==> src/bpc_pkg.sv <==
// bpc_pkg: widths, constants and types of the barometric compensation pipeline
// no dependencies; imported by the interfaces, the config block and the top level

package bpc_pkg;

  localparam int RAW_W   = 24;
  localparam int COEFF_W = 16;
  localparam int DT_W    = 25;
  localparam int TEMP_W  = 20;
  localparam int PRES_W  = 48;
  localparam int IDX_W   = 3;

  localparam logic signed [TEMP_W-1:0] TEMP_REF = 20'sd2000;
  localparam logic signed [TEMP_W-1:0] TEMP_LOW = -20'sd1500;

  typedef enum logic [IDX_W-1:0] {
    CFG_SENS        = 3'd0,
    CFG_OFFSET      = 3'd1,
    CFG_SENS_TEMP   = 3'd2,
    CFG_OFFSET_TEMP = 3'd3,
    CFG_REF_TEMP    = 3'd4,
    CFG_TEMP_SLOPE  = 3'd5
  } cfg_idx_t;

  typedef struct packed {
    logic [COEFF_W-1:0] sens;
    logic [COEFF_W-1:0] offset;
    logic [COEFF_W-1:0] sens_temp;
    logic [COEFF_W-1:0] offset_temp;
    logic [COEFF_W-1:0] ref_temp;
    logic [COEFF_W-1:0] temp_slope;
  } coeff_t;

endpackage

==> src/bpc_cfg.sv <==
// bpc_cfg: calibration coefficient registers behind a plain write port
// depends on bpc_pkg for coeff_t and register indexes

module bpc_cfg
  import bpc_pkg::*;
(
  input  logic               clk,
  input  logic               rst,
  input  logic               cfg_we,
  input  logic [IDX_W-1:0]   cfg_index,
  input  logic [COEFF_W-1:0] cfg_wdata,
  output coeff_t             coeff
);

  always_ff @(posedge clk) begin
    if (rst) begin
      coeff <= '0;
    end else if (cfg_we) begin
      case (cfg_idx_t'(cfg_index))
        CFG_SENS:        coeff.sens        <= cfg_wdata;
        CFG_OFFSET:      coeff.offset      <= cfg_wdata;
        CFG_SENS_TEMP:   coeff.sens_temp   <= cfg_wdata;
        CFG_OFFSET_TEMP: coeff.offset_temp <= cfg_wdata;
        CFG_REF_TEMP:    coeff.ref_temp    <= cfg_wdata;
        CFG_TEMP_SLOPE:  coeff.temp_slope  <= cfg_wdata;
        default: ;
      endcase
    end
  end

endmodule

==> config.mk <==
export PLATFORM = sky130hd
export DESIGN_NAME = bpc_cfg
export DESIGN_NICKNAME = d
export VERILOG_FILES = /design/src/bpc_pkg.sv /design/src/bpc_cfg.sv
export SDC_FILE = /design/constraint.sdc
export NUM_CORES = 1
export LEC_CHECK = 0
export ABC_AREA = 1
export BUFFER_PORTS_ARGS = -buffer_cell sky130_fd_sc_hd__clkbuf_2
export CAP_MARGIN = 20
export CORE_ASPECT_RATIO = 1.2
export CORE_MARGIN = 2
export CORE_UTILIZATION = 51
export DETAILED_ROUTE_END_ITERATION = 8
export GPL_TIMING_DRIVEN = 0
export HOLD_SLACK_MARGIN = 0.08
export PLACE_DENSITY = 0.83
export RECOVER_POWER = 25
export SLEW_MARGIN = 15
export SYNTH_ARGS = -nofsm -noshare
export SYNTH_HDL_FRONTEND = slang
export SYNTH_SLANG_ARGS = --single-unit
==> constraint.sdc <==
create_clock -name clk -period 1.3 [get_ports clk]
set_input_delay 0.325 -clock clk [delete_from_list [all_inputs] [get_ports clk]]
set_output_delay 0.325 -clock clk [all_outputs]
set_load 0.02 [all_outputs]
==> results.json <==
{
  "status": "completed",
  "dp_cells": 759,
  "cts-resized-gates": 0,
  "syn_to_final_growth_pct": 23.0,
  "total_power_mw": 5.87,
  "synth-seq-cells": 96,
  "p_clk_share_pct": 33.6,
  "antenna_found_initial": 0,
  "drv_slew": 0,
  "top_level_ports": 118,
  "cts_hold_buffers": 0,
  "multi_input_area_um2": 1680,
  "startpoint": "coeff[31]",
  "grt_start_max_net_pins": 16,
  "layout-drive-gt1-share_pct": 24.1,
  "endpoint": "coeff[31]",
  "post-route-util_pct": 65.2,
  "postSynthCellCount": 552,
  "core_um2": 7270,
  "irDropWorstVdd_mv": 0.872,
  "crit_family": "flip-flops",
  "cp_cell_sequence": "clkbuf_2",
  "intPower_mw": 4.23,
  "fin_skew_ps": 0,
  "tightest_slew_ps": 501,
  "path_depth": 1,
  "syn-num-nets": 574,
  "worst-path-max-fanout": 2,
  "place_area_um2": 4560,
  "slew_headroom_pct": 66.6,
  "power_switching_share_pct": 27.9,
  "gp_congestion": 0.921,
  "crit_arrival_ps": 920,
  "rsz0062_at_grt": "no",
  "clock_sinks": 96,
  "vias_per_cell": 5.08,
  "n_antenna_cell": 0,
  "initial_utilization_pct": 53.0,
  "cp-end-kind": "output pin",
  "grt_pass1_wl_um": 17200,
  "switchingPower_mw": 1.64,
  "cp-start-kind": "flip-flop",
  "drc": 0,
  "die-area_um2": 8280,
  "cts_tree": "yes",
  "ant_nets": 0,
  "htreeDepth": 3,
  "clock_path_buffers": 2,
  "clk_pin_slew_ps": 100,
  "route.vias.total": 3936,
  "worst_slack_ps": 52.5,
  "grt_pass1_vias": 3610,
  "synth.distinct_cells": 14,
  "top_register": "coeff",
  "post_cts_buffers": 0,
  "max_freq_mhz": 802,
  "root_buffer": "clkbuf_8",
  "power.density_nw_per_um2": 1240,
  "synth_area_um2": 3860,
  "fp.dieH_um": 99.3,
  "wirelength_um": 10800,
  "cpPeakStageDelay_ps": 380,
  "critical_path_required_ps": 980,
  "hold_path_depth": 5,
  "yosys_warnings": 0,
  "maxCapViolCount": 0,
  "reg2reg_to": "coeff[68]",
  "critPathSlowestCell": "dfxtp_1",
  "wl_per_cell_um": 13.9,
  "clock_latency_ps": 350,
  "hold_viol_final": 0,
  "p_seq_share_pct": 52.8,
  "rrSetupSlack_ps": 680,
  "portBuffers": 117,
  "drt_iter0_markers": 299,
  "fin_nets": 702,
  "combPwrFrac_pct": 13.6,
  "finalCritPeriodShare_pct": 96.0,
  "hpwlAfterDp_um": 7940,
  "gr-usage-all-layers_pct": 26.3,
  "criticalPathCategory": "reg2out",
  "p_leak_nw": 2.32,
  "top_regs": "coeff x96",
  "num_rows": 34,
  "largest_reg_flops": 96,
  "seq_area_frac_synth_pct": 49.8,
  "reg2reg_from": "coeff[68]",
  "finalSetupViolCount": 0,
  "place_worst_setup_slack_ps": -159,
  "drtPass1Iterations": 5,
  "final-seq-area_um2": 1920,
  "grt-ovfl-total": 0,
  "cts_buffers": 9,
  "r2r_cells": 2,
  "synth_area_per_cell_um2": 6.99,
  "holdCritPathClass": "in2reg",
  "worst-path-buf-inv": 1,
  "fin_cells": 775,
  "n_fill_cell": 666,
  "chipWidth_um": 83.4,
  "fin_area_um2": 4750,
  "fin_crit_ps": 1250
}
-- synth_stat cells --
library cell | count | area share (%)
dfxtp_1 | 96 | 50
nand3_1 | 96 | 12
nand2_1 | 101 | 9.8
buf_2 | 21 | 2.7
clkbuf_1 | 2 | 0.19
nor2_4 | 6 | 1.8
inv_1 | 20 | 1.9
inv_2 | 2 | 0.19
nand2_2 | 1 | 0.16
nor2_2 | 3 | 0.49
clkinv_1 | 1 | 0.097
buf_1 | 4 | 0.39
buf_4 | 6 | 1.2
nor2_1 | 193 | 19
-- metal layers --
layer  vias to the layer above  part of all wire, %  global-route usage [%]
met5                         -                    0                       0
met4                         0                  3.1                    12.6
met3                        28                  6.2                    3.15
met2                       150                   48                    44.9
met1                      1790                   42                    33.1
li1                       1968                    -                       -
-- worst min path at each step --
stage,from,endpoint
after floorplan,coeff[37],coeff[37]
after global placement,coeff[57],coeff[57]
after detailed placement,coeff[75],coeff[75]
after CTS,cfg_wdata[15],coeff[63]
after global routing,cfg_wdata[15],coeff[63]
final,cfg_wdata[15],coeff[63]
-- cell type report --
| cell class | count | share of cell area, % |
|---|---|---|
| Clock buffer | 12 | 3.06 |
| Inverter | 23 | 1.82 |
| Clock inverter | 4 | 1.13 |
| Tap cell | 90 | 2.37 |
| Buffer | 33 | 3.48 |
| Timing Repair Buffer | 117 | 12.3 |
| Multi-Input combinational cell | 400 | 35.3 |
| Sequential cell | 96 | 40.5 |
-- metrics by stage --
step,hold WS (ps),setup TNS [ps]
2_1_floorplan,558,0
3_3_place_gp,463,-5940
3_5_place_dp,472,-8280
4_1_cts,388,0
5_1_grt,427,0
6_report,392,0
-- kinds of logic after synthesis --
family	count (synthesis)	share of synthesized area, %
and+or+nand+nor	400	43.5
DFF	96	49.8
buffers and inverters	56	6.71
-- layout by cell type, fill, tap and decap left out, drive strengths merged --
cell,netlist,routed
nand3,96,96
buf,31,22
clkinvlp,0,2
dfxtp,96,96
nor2,202,202
nand2,102,102
bufinv,0,1
clkbuf,2,140
inv,22,22
clkinv,1,2
-- power by group through the flow --
stage                     clock network (mW)  logic [mW]  registers [mW]
after floorplan                            0       0.404            3.29
after global placement                     0       0.777            3.16
after detailed placement                   0       0.794            3.17
after CTS                               1.98       0.797            3.10
after global routing                    2.10       0.878            3.11
final                                   1.97       0.800            3.10
Note: power is estimated with default switching activity, not from simulation.
